## src/rtl/core/assert_macros.svh

```systemverilog
// Assertion helpers for the block's concurrent checks.
`ifndef ASSERT_MACROS_SVH
`define ASSERT_MACROS_SVH

// Implication checked on every rising clk edge outside reset.
`define ASSERT_CLK(lbl, prop, msg) \
	lbl: assert property (@(posedge clk) disable iff (!arst_n) prop) else $error(msg);

// Check that holds on every rising clk edge, reset included.
`define ASSERT_ALWAYS(lbl, prop, msg) \
	lbl: assert property (@(posedge clk) prop) else $error(msg);

`endif

```

## src/rtl/core/lmic_pkg.sv

```systemverilog
package lmic_pkg;

	localparam int AdcW   = 10;
	localparam int LevelW = 11;
	localparam int CountW = 16;
	localparam int DivW   = 8;
	localparam int BarW   = 8;
	localparam int PosW   = 3;
	localparam int CfgW   = 16;
	localparam int CfgIdxW = 2;

	typedef enum logic {
		REQ_SAMPLE = 1'b0,
		REQ_TICK   = 1'b1
	} req_kind_t;

	typedef enum logic [CfgIdxW-1:0] {
		CFG_ADC_MIDPOINT    = 2'd0,
		CFG_QUIET_THRESHOLD = 2'd1,
		CFG_QUIET_LIMIT     = 2'd2,
		CFG_TICK_PERIOD     = 2'd3
	} cfg_idx_t;

	typedef struct packed {
		req_kind_t         kind;
		logic [AdcW-1:0]   sample;
	} req_t;

	localparam logic [AdcW-1:0]          MidpointRst  = 10'd512;
	localparam logic signed [LevelW-1:0] ThresholdRst = 11'sd32;
	localparam logic [CountW-1:0]        LimitRst     = 16'd100;
	localparam logic [DivW-1:0]          PeriodRst    = 8'd31;
	localparam logic [CountW-1:0]        CountMax     = 16'hFFFF;

	localparam logic signed [LevelW-1:0] BarThresholds [BarW] = '{
		11'sd32, 11'sd64, 11'sd80, 11'sd100, 11'sd120, 11'sd140, 11'sd160, 11'sd180
	};

	function automatic logic [BarW-1:0] thermometer(input logic signed [LevelW-1:0] level);
		logic [BarW-1:0] bits;
		bits = '0;
		for (int i = 0; i < BarW; i++) begin
			bits[i] = (level > BarThresholds[i]);
		end
		return bits;
	endfunction

endpackage

```

## src/rtl/core/level_meter_with_idle_chaser.sv

```systemverilog
// Order: a request enters the input register on acceptance; its result is shown
// when it moves on into the result register, which a held result can stall.
// Throughput: one request per cycle while out_ready takes each result; the meter,
// counter and chaser updates all happen in a single pass from the input register to the result register.
// Reset (arst_n low, asynchronous): registers take their default values, meter
// mode, counters cleared, all LEDs off, no request or result pending.
`include "assert_macros.svh"

module level_meter_with_idle_chaser import lmic_pkg::*; (
	input  logic                clk,
	input  logic                arst_n,
	input  logic                cfg_we,
	input  logic [CfgIdxW-1:0]  cfg_index,
	input  logic [CfgW-1:0]     cfg_data,
	input  logic                in_valid,
	output logic                in_ready,
	input  logic                req_type,
	input  logic [AdcW-1:0]     adc_sample,
	output logic                out_valid,
	input  logic                out_ready,
	output logic [BarW-1:0]     led_bar,
	output logic                chaser_mode
);

	logic [AdcW-1:0]          midpoint_q;
	logic signed [LevelW-1:0] threshold_q;
	logic [CountW-1:0]        limit_q;
	logic [DivW-1:0]          period_q;

	logic                     mode_q;
	logic [CountW-1:0]        count_q;
	logic [DivW-1:0]          div_q;
	logic [PosW-1:0]          pos_q;
	logic [BarW-1:0]          bar_q;

	req_t                     req_s1;
	logic                     valid_s1;
	logic                     out_valid_q;

	logic                     adv;
	logic signed [LevelW-1:0] level;
	logic                     quiet;
	logic [CountW-1:0]        count_d;
	logic                     mode_d;
	logic [DivW-1:0]          div_d;
	logic [PosW-1:0]          pos_d;
	logic [BarW-1:0]          bar_d;
	logic                     step;

	assign adv      = valid_s1 && (!out_valid_q || out_ready);
	assign in_ready = !valid_s1 || adv;

	always_ff @(posedge clk or negedge arst_n) begin
		if (!arst_n) begin
			midpoint_q  <= MidpointRst;
			threshold_q <= ThresholdRst;
			limit_q     <= LimitRst;
			period_q    <= PeriodRst;
		end else if (cfg_we) begin
			case (cfg_idx_t'(cfg_index))
				CFG_ADC_MIDPOINT:    midpoint_q  <= cfg_data[AdcW-1:0];
				CFG_QUIET_THRESHOLD: threshold_q <= $signed(cfg_data[LevelW-1:0]);
				CFG_QUIET_LIMIT:     limit_q     <= cfg_data[CountW-1:0];
				CFG_TICK_PERIOD:     period_q    <= cfg_data[DivW-1:0];
				default: ;
			endcase
		end
	end

	always_ff @(posedge clk or negedge arst_n) begin
		if (!arst_n) begin
			valid_s1 <= 1'b0;
		end else if (in_ready) begin
			valid_s1 <= in_valid;
		end
	end

	always_ff @(posedge clk) begin
		if (in_valid && in_ready) begin
			req_s1.kind   <= req_kind_t'(req_type);
			req_s1.sample <= adc_sample;
		end
	end

	assign level = $signed({1'b0, midpoint_q}) - $signed({1'b0, req_s1.sample});
	assign quiet = level < threshold_q;
	assign step  = mode_q && (div_q == period_q);

	always_comb begin
		count_d = count_q;
		mode_d  = mode_q;
		div_d   = div_q;
		pos_d   = pos_q;
		bar_d   = bar_q;
		case (req_s1.kind)
			REQ_SAMPLE: begin
				if (quiet) begin
					count_d = (count_q == CountMax) ? count_q : count_q + 1'b1;
					mode_d  = 1'b0;
				end else begin
					count_d = '0;
				end
				if (count_d > limit_q) begin
					mode_d = 1'b1;
				end
				if (!mode_d) begin
					bar_d = thermometer(level);
				end
			end
			REQ_TICK: begin
				if (mode_q) begin
					if (step) begin
						bar_d = BarW'(1) << pos_q;
						pos_d = pos_q + 1'b1;
						div_d = DivW'(1);
					end else begin
						div_d = div_q + 1'b1;
					end
				end
			end
			default: ;
		endcase
	end

	always_ff @(posedge clk or negedge arst_n) begin
		if (!arst_n) begin
			mode_q      <= 1'b0;
			count_q     <= '0;
			div_q       <= '0;
			pos_q       <= '0;
			bar_q       <= '0;
			out_valid_q <= 1'b0;
		end else begin
			if (adv) begin
				mode_q      <= mode_d;
				count_q     <= count_d;
				div_q       <= div_d;
				pos_q       <= pos_d;
				bar_q       <= bar_d;
				out_valid_q <= 1'b1;
			end else if (out_ready) begin
				out_valid_q <= 1'b0;
			end
		end
	end

	assign out_valid   = out_valid_q;
	assign led_bar     = bar_q;
	assign chaser_mode = mode_q;

	`ASSERT_CLK(a_adv_shows_result, adv |=> out_valid_q, "request advanced but no result shown")
	`ASSERT_CLK(a_pos_held_in_meter, (adv && !mode_q) |=> $stable(pos_q),
		"chase position moved in meter mode")
	`ASSERT_CLK(a_chase_onehot, (adv && req_s1.kind == REQ_TICK && step) |=> $onehot(bar_q),
		"chaser step did not light exactly one LED")
	`ASSERT_ALWAYS(a_stall_holds, (out_valid_q && !out_ready && arst_n) |=>
		(!arst_n || out_valid_q), "result dropped while stalled")

endmodule

```

## config.mk

```make
export PLATFORM = sky130hd
export DESIGN_NAME = level_meter_with_idle_chaser
export DESIGN_NICKNAME = d
export VERILOG_FILES = /design/src/rtl/core/lmic_pkg.sv /design/src/rtl/core/level_meter_with_idle_chaser.sv
export VERILOG_INCLUDE_DIRS = /design/src /design/src/rtl/core
export SDC_FILE = /design/constraint.sdc
export NUM_CORES = 1
export LEC_CHECK = 0
export BUFFER_PORTS_ARGS = -buffer_cell sky130_fd_sc_hd__clkbuf_2
export CELL_PAD_IN_SITES_DETAIL_PLACEMENT = 1
export CELL_PAD_IN_SITES_GLOBAL_PLACEMENT = 1
export CORE_MARGIN = 4
export CORE_UTILIZATION = 53
export CTS_BUF_LIST = sky130_fd_sc_hd__clkbuf_4 sky130_fd_sc_hd__clkbuf_8
export CTS_CLUSTER_SIZE = 8
export DETAILED_ROUTE_END_ITERATION = 16
export PLACE_DENSITY_LB_ADDON = 0.1
export SYNTH_ARGS = -nofsm -noshare
export SYNTH_HDL_FRONTEND = slang
export SYNTH_SLANG_ARGS = --single-unit
```

## constraint.sdc

```tcl
create_clock -name clk -period 9.85 [get_ports clk]
set_input_delay 1.4775 -clock clk [delete_from_list [all_inputs] [get_ports clk]]
set_output_delay 1.4775 -clock clk [all_outputs]
set_load 0.01 [all_outputs]
```

==> flow_summary.rst <==
.. list-table::
   :header-rows: 1

   * - Metric
     - Value
   * - H-tree Lvls
     - 3
   * - Multiplexer share of the synthesized area
     - 0.0933
   * - Share of async-settable or async-resettable flops after synthesis
     - 0.883
   * - Commonest cells after routing, fill and taps aside
     - sky130_fd_sc_hd__dfrtp_1 (73), sky130_fd_sc_hd__inv_1 (48), sky130_fd_sc_hd__mux2_2 (45), sky130_fd_sc_hd__ha_1 (44), sky130_fd_sc_hd__clkbuf_2 (43)
   * - Ratio of routed vias to standard cells
     - about 5.8
   * - Via count of the first global-routing pass
     - ~4700
   * - Total Routed Length
     - ~14000 µm
   * - Cell area after technology mapping
     - between 5000 and 6000 µm²
   * - Worst R2R End
     - led_bar[6]
   * - Total number of yosys warnings
     - 0
   * - Sum of overflow across all layers after global routing
     - 0
   * - Vert. Die Dim
     - around 110 µm
   * - Routed via count
     - approximately 4300
   * - Core Footprint
     - around 10000 µm²
   * - Element type at the critical path end
     - flip-flop
   * - Adder and majority cell fraction of the synthesized area
     - 0.101
   * - Final critical-path share of the clock period
     - 0.584
   * - Clock Sinks
     - between 90 and 100
   * - Synthesized area divided by synthesized cell count
     - 10.3 µm²
   * - Simple-gate portion of the synthesized area
     - 0.150
   * - Total area of multi-input combinational cells
     - roughly 3000 µm²
   * - Sequential cell area
     - between 2000 and 2500 µm²
   * - Number of inserted diodes
     - 0
   * - Hold Buf Count CTS
     - 0
   * - Result of the run
     - complete, no violations
   * - Kind of critical path
     - reg2reg
   * - Final-stage net count
     - around 670
   * - Die span in x
     - about 110 µm
   * - Area added between synthesis and finish
     - 10.2%
   * - Buffer cell driving the clock tree root
     - sky130_fd_sc_hd__clkbuf_8
   * - Final worst path period need
     - approximately 5700 ps
   * - Leakage power of the design
     - between 0.002 and 0.003 µW
   * - Worst R2R Path Depth
     - 24
   * - Worst setup path endpoint
     - led_bar[6]
   * - Most used flip-flop cell after synthesis
     - sky130_fd_sc_hd__dfrtp_1
   * - Data required time of the worst path
     - around 10000 ps
   * - Start of the worst register-to-register path
     - midpoint_q[0]
   * - Maximum fanout encountered on the critical timing path
     - 28
   * - Maximum frequency from static timing analysis
     - 0.174 GHz
   * - Maximum root-to-sink buffer count
     - 2
   * - Flop and latch count out of synthesis
     - 94
   * - Fraction of layout instances using a drive strength above 1
     - 0.232
   * - All-Layer GR Usage
     - 0.236
   * - Arrival time at the worst endpoint
     - approximately 6000 ps
   * - Launch instance of the worst min-delay path
     - threshold_q[10]
   * - Number of CTS-inserted buffers
     - 9
   * - Number of synthesized flops with an enable pin
     - 11
   * - DR pass1 iterations
     - 4
   * - Delay of the slowest cell on the worst path
     - about 840 ps
   * - Post-Syn Nets
     - 629
   * - Final WS setup
     - 4100 ps
   * - Setup repair after global routing missed its margin
     - no
   * - Worst setup slack after placement
     - 4190 ps
   * - Remaining DRCs
     - 0
   * - Final setup violation count
     - 0
   * - Main combinational cell family by area after synthesis
     - simple AND/OR/NAND/NOR gates
   * - Number of slew-limit violations in the final report
     - 0
   * - Cell area reported after detailed placement
     - roughly 6000 µm²
   * - CTS tree
     - done
   * - I/O Pins
     - 45
   * - Largest net degree at the start of global routing
     - 84
   * - Slew at the pin closest to its max-slew limit
     - between 1000 and 1500 ps
   * - Number of DRC markers in iteration 0
     - between 150 and 200
   * - Pwr per Cell Area
     - about 190 nW/µm²
   * - Count of distinct cell types in the synthesized netlist
     - 65
   * - Worst vdd ir
     - 0.0898 mV
   * - Floorplan die area
     - between 10000 and 15000 µm²
   * - Post-CTS setup repair buffer count
     - 0
   * - Critical-path cell with the highest stage delay
     - sky130_fd_sc_hd__o21bai_2
   * - Path class of the lowest-slack min-delay path
     - reg2reg
   * - Leading cell type in the layout, fill and taps excluded
     - sky130_fd_sc_hd__dfrtp_1
   * - Number of instances in the synthesized netlist
     - between 500 and 600
   * - Number of hold violations in the final report
     - 0
   * - HPWL after detailed placement
     - 10100 µm
   * - Global placer's final weighted congestion
     - 0.827
   * - Number of cells upsized or downsized after cts
     - 0
   * - Standard-cell row count
     - 37
   * - Antenna Nets Post-Route
     - 0
   * - PortBufs
     - between 40 and 50
   * - Antenna violations before repair
     - 0
   * - Critical path launch point
     - midpoint_q[0]
   * - Remaining max-slew budget at the tightest pin
     - 0.275
   * - First-pass GRT wire length
     - between 20000 and 25000 µm
   * - Starting density of the core
     - 0.544
   * - Final design area excluding fillers
     - around 6200 µm²
   * - Worst setup SP type
     - flip-flop
   * - Worst skew pair latency
     - 370 ps
   * - Number of fill cells
     - roughly 1200
   * - Share of the synthesized netlist area taken by xor and xnor gates
     - 0.0494
   * - Portion of the post-synthesis area used by sequential elements
     - 0.429
   * - Post-synthesis compound-gate area fraction
     - 0.134
   * - Wire per inst
     - ~19 µm
   * - Clock slew seen by the registers of the worst setup and hold paths
     - ~100 ps
   * - Setup slack of the worst register-to-register path
     - 4100 ps
   * - Critical path cell sequence
     - inv_1 > ha_1 > inv_1 > fa_1 > a21o_1 > a22oi_2 > and2b_1 > xor2_2 > inv_1 > ha_1 > nand2_1 > nor3_1 > a21oi_1 > o21bai_2 > a21oi_1 > ha_1 > a21o_1 > a21o_1 > a21oi_1 > o211ai_1 > o21a_1 > o21bai_4 > nand2_1 > o22a_1
   * - Accumulated negative setup slack
     - 0 ps
   * - Count of max-cap constraint violations
     - 0
   * - Worst setup skew after layout
     - roughly 10 ps
metrics by stage:
step / power (µW) / hold WS (ps) / cells / util
floorplan: 787 / 479 / 550 / -
finish: 1210 / 514 / 734 / 0.600
global placement: 877 / 490 / 718 / 0.577
global route: 1290 / 526 / 734 / 0.600
detailed placement: 904 / 493 / 718 / 0.577
CTS: 1210 / 516 / 734 / 0.600
cells by family (layout without fill, tap and decap cells):
logic type,Yosys count,in the layout
AO/OA/AOI/OAI,110,110
XOR/XNOR,31,31
adder cells (fa/ha/maj),45,45
buffers and inverters,62,110
flip-flops,94,94
multiplexers,47,47
AND/OR/NAND/NOR,161,161
state kept, by name, indices dropped and copies added (netlist names):
register     cells
midpoint_q      10
chaser_mode      1
period_q         8
led_bar          8
div_q            8
req_s1          11
count_q         16
threshold_q     11
pos_q            3
limit_q         16
out_valid        1
valid_s1         1
Yosys cell counts, types with 2 or more instances:
master | count | area [µm²]
sky130_fd_sc_hd__dfrtp_1 | 73 | 1830
sky130_fd_sc_hd__inv_1 | 48 | 180
sky130_fd_sc_hd__mux2_2 | 45 | 507
sky130_fd_sc_hd__ha_1 | 44 | 551
sky130_fd_sc_hd__nand2_1 | 42 | 158
sky130_fd_sc_hd__nor2_1 | 35 | 131
sky130_fd_sc_hd__o21ai_0 | 26 | 130
sky130_fd_sc_hd__xnor2_1 | 23 | 201
sky130_fd_sc_hd__a21oi_1 | 21 | 105
sky130_fd_sc_hd__nand3_1 | 17 | 85.1
sky130_fd_sc_hd__edfxtp_1 | 11 | 330
sky130_fd_sc_hd__a21o_1 | 10 | 75.1
sky130_fd_sc_hd__dfstp_2 | 10 | 263
sky130_fd_sc_hd__a31oi_1 | 9 | 56.3
sky130_fd_sc_hd__clkbuf_1 | 9 | 33.8
sky130_fd_sc_hd__nand2b_1 | 9 | 56.3
sky130_fd_sc_hd__o31ai_1 | 9 | 67.6
sky130_fd_sc_hd__nand4_1 | 8 | 50.1
sky130_fd_sc_hd__nor2b_1 | 8 | 50.1
sky130_fd_sc_hd__xor2_1 | 7 | 61.3
sky130_fd_sc_hd__nor3_1 | 6 | 30.0
sky130_fd_sc_hd__a22o_1 | 5 | 43.8
sky130_fd_sc_hd__and3_1 | 5 | 31.3
sky130_fd_sc_hd__nand3b_1 | 4 | 30.0
sky130_fd_sc_hd__o211ai_1 | 4 | 30.0
sky130_fd_sc_hd__o22a_1 | 4 | 35.0
sky130_fd_sc_hd__or2_2 | 4 | 25.0
sky130_fd_sc_hd__and2_1 | 3 | 18.8
sky130_fd_sc_hd__and4_1 | 3 | 26.3
sky130_fd_sc_hd__nor3b_1 | 3 | 22.5
sky130_fd_sc_hd__o21a_1 | 3 | 22.5
sky130_fd_sc_hd__a2111o_1 | 2 | 22.5
sky130_fd_sc_hd__a21oi_2 | 2 | 17.5
sky130_fd_sc_hd__a32oi_1 | 2 | 17.5
sky130_fd_sc_hd__buf_2 | 2 | 10.0
sky130_fd_sc_hd__mux2i_1 | 2 | 20.0
sky130_fd_sc_hd__nand2_2 | 2 | 12.5
sky130_fd_sc_hd__nand4_2 | 2 | 25.0
sky130_fd_sc_hd__or3_1 | 2 | 12.5
layer usage:
| layer | GRT usage | vias up | part of all wire |
|---|---|---|---|
| met2 | 0.405 | 74 | 0.50 |
| met5 | 0 | - | 0 |
| met4 | 0.0681 | 0 | 0.015 |
| li1 | - | 2025 | - |
| met3 | 0.0355 | 16 | 0.033 |
| met1 | 0.312 | 2136 | 0.45 |
how the worst min path moves through the flow:
stage                           end  cells after the start
detailed placement   threshold_q[3]                      1
finish              threshold_q[10]                      1
floorplan               limit_q[10]                      1
global route        threshold_q[10]                      1
CTS                 threshold_q[10]                      1
global placement         limit_q[3]                      1
report_power, final:
| part | internal (µW) | switching [µW] |
|---|---|---|
| registers | 455 | 40.2 |
| clock network | 152 | 145 |
| logic | 169 | 245 |
| total | 775 | 430 |
cell type report:
type,instances,share of cell area
clock inverters,6,0.0151
well taps,136,0.0274
repair buffers,46,0.0382
clock buffers,10,0.0221
flip-flops and latches,94,0.389
multi-input cells,394,0.479
inverters,48,0.0290
critical path, delay by kind of cell, from the launching register on:
kind | cells | cell delay, ps
AOI/OAI and AO/OA | 12 | 2970
xor gates and xnor gates | 1 | 200
DFF | 1 | 370
adders and majority gates | 4 | 1230
and+or+nand+nor | 4 | 590
buffers and inverters | 3 | 270
Note: power is estimated with default switching activity, not from simulation.
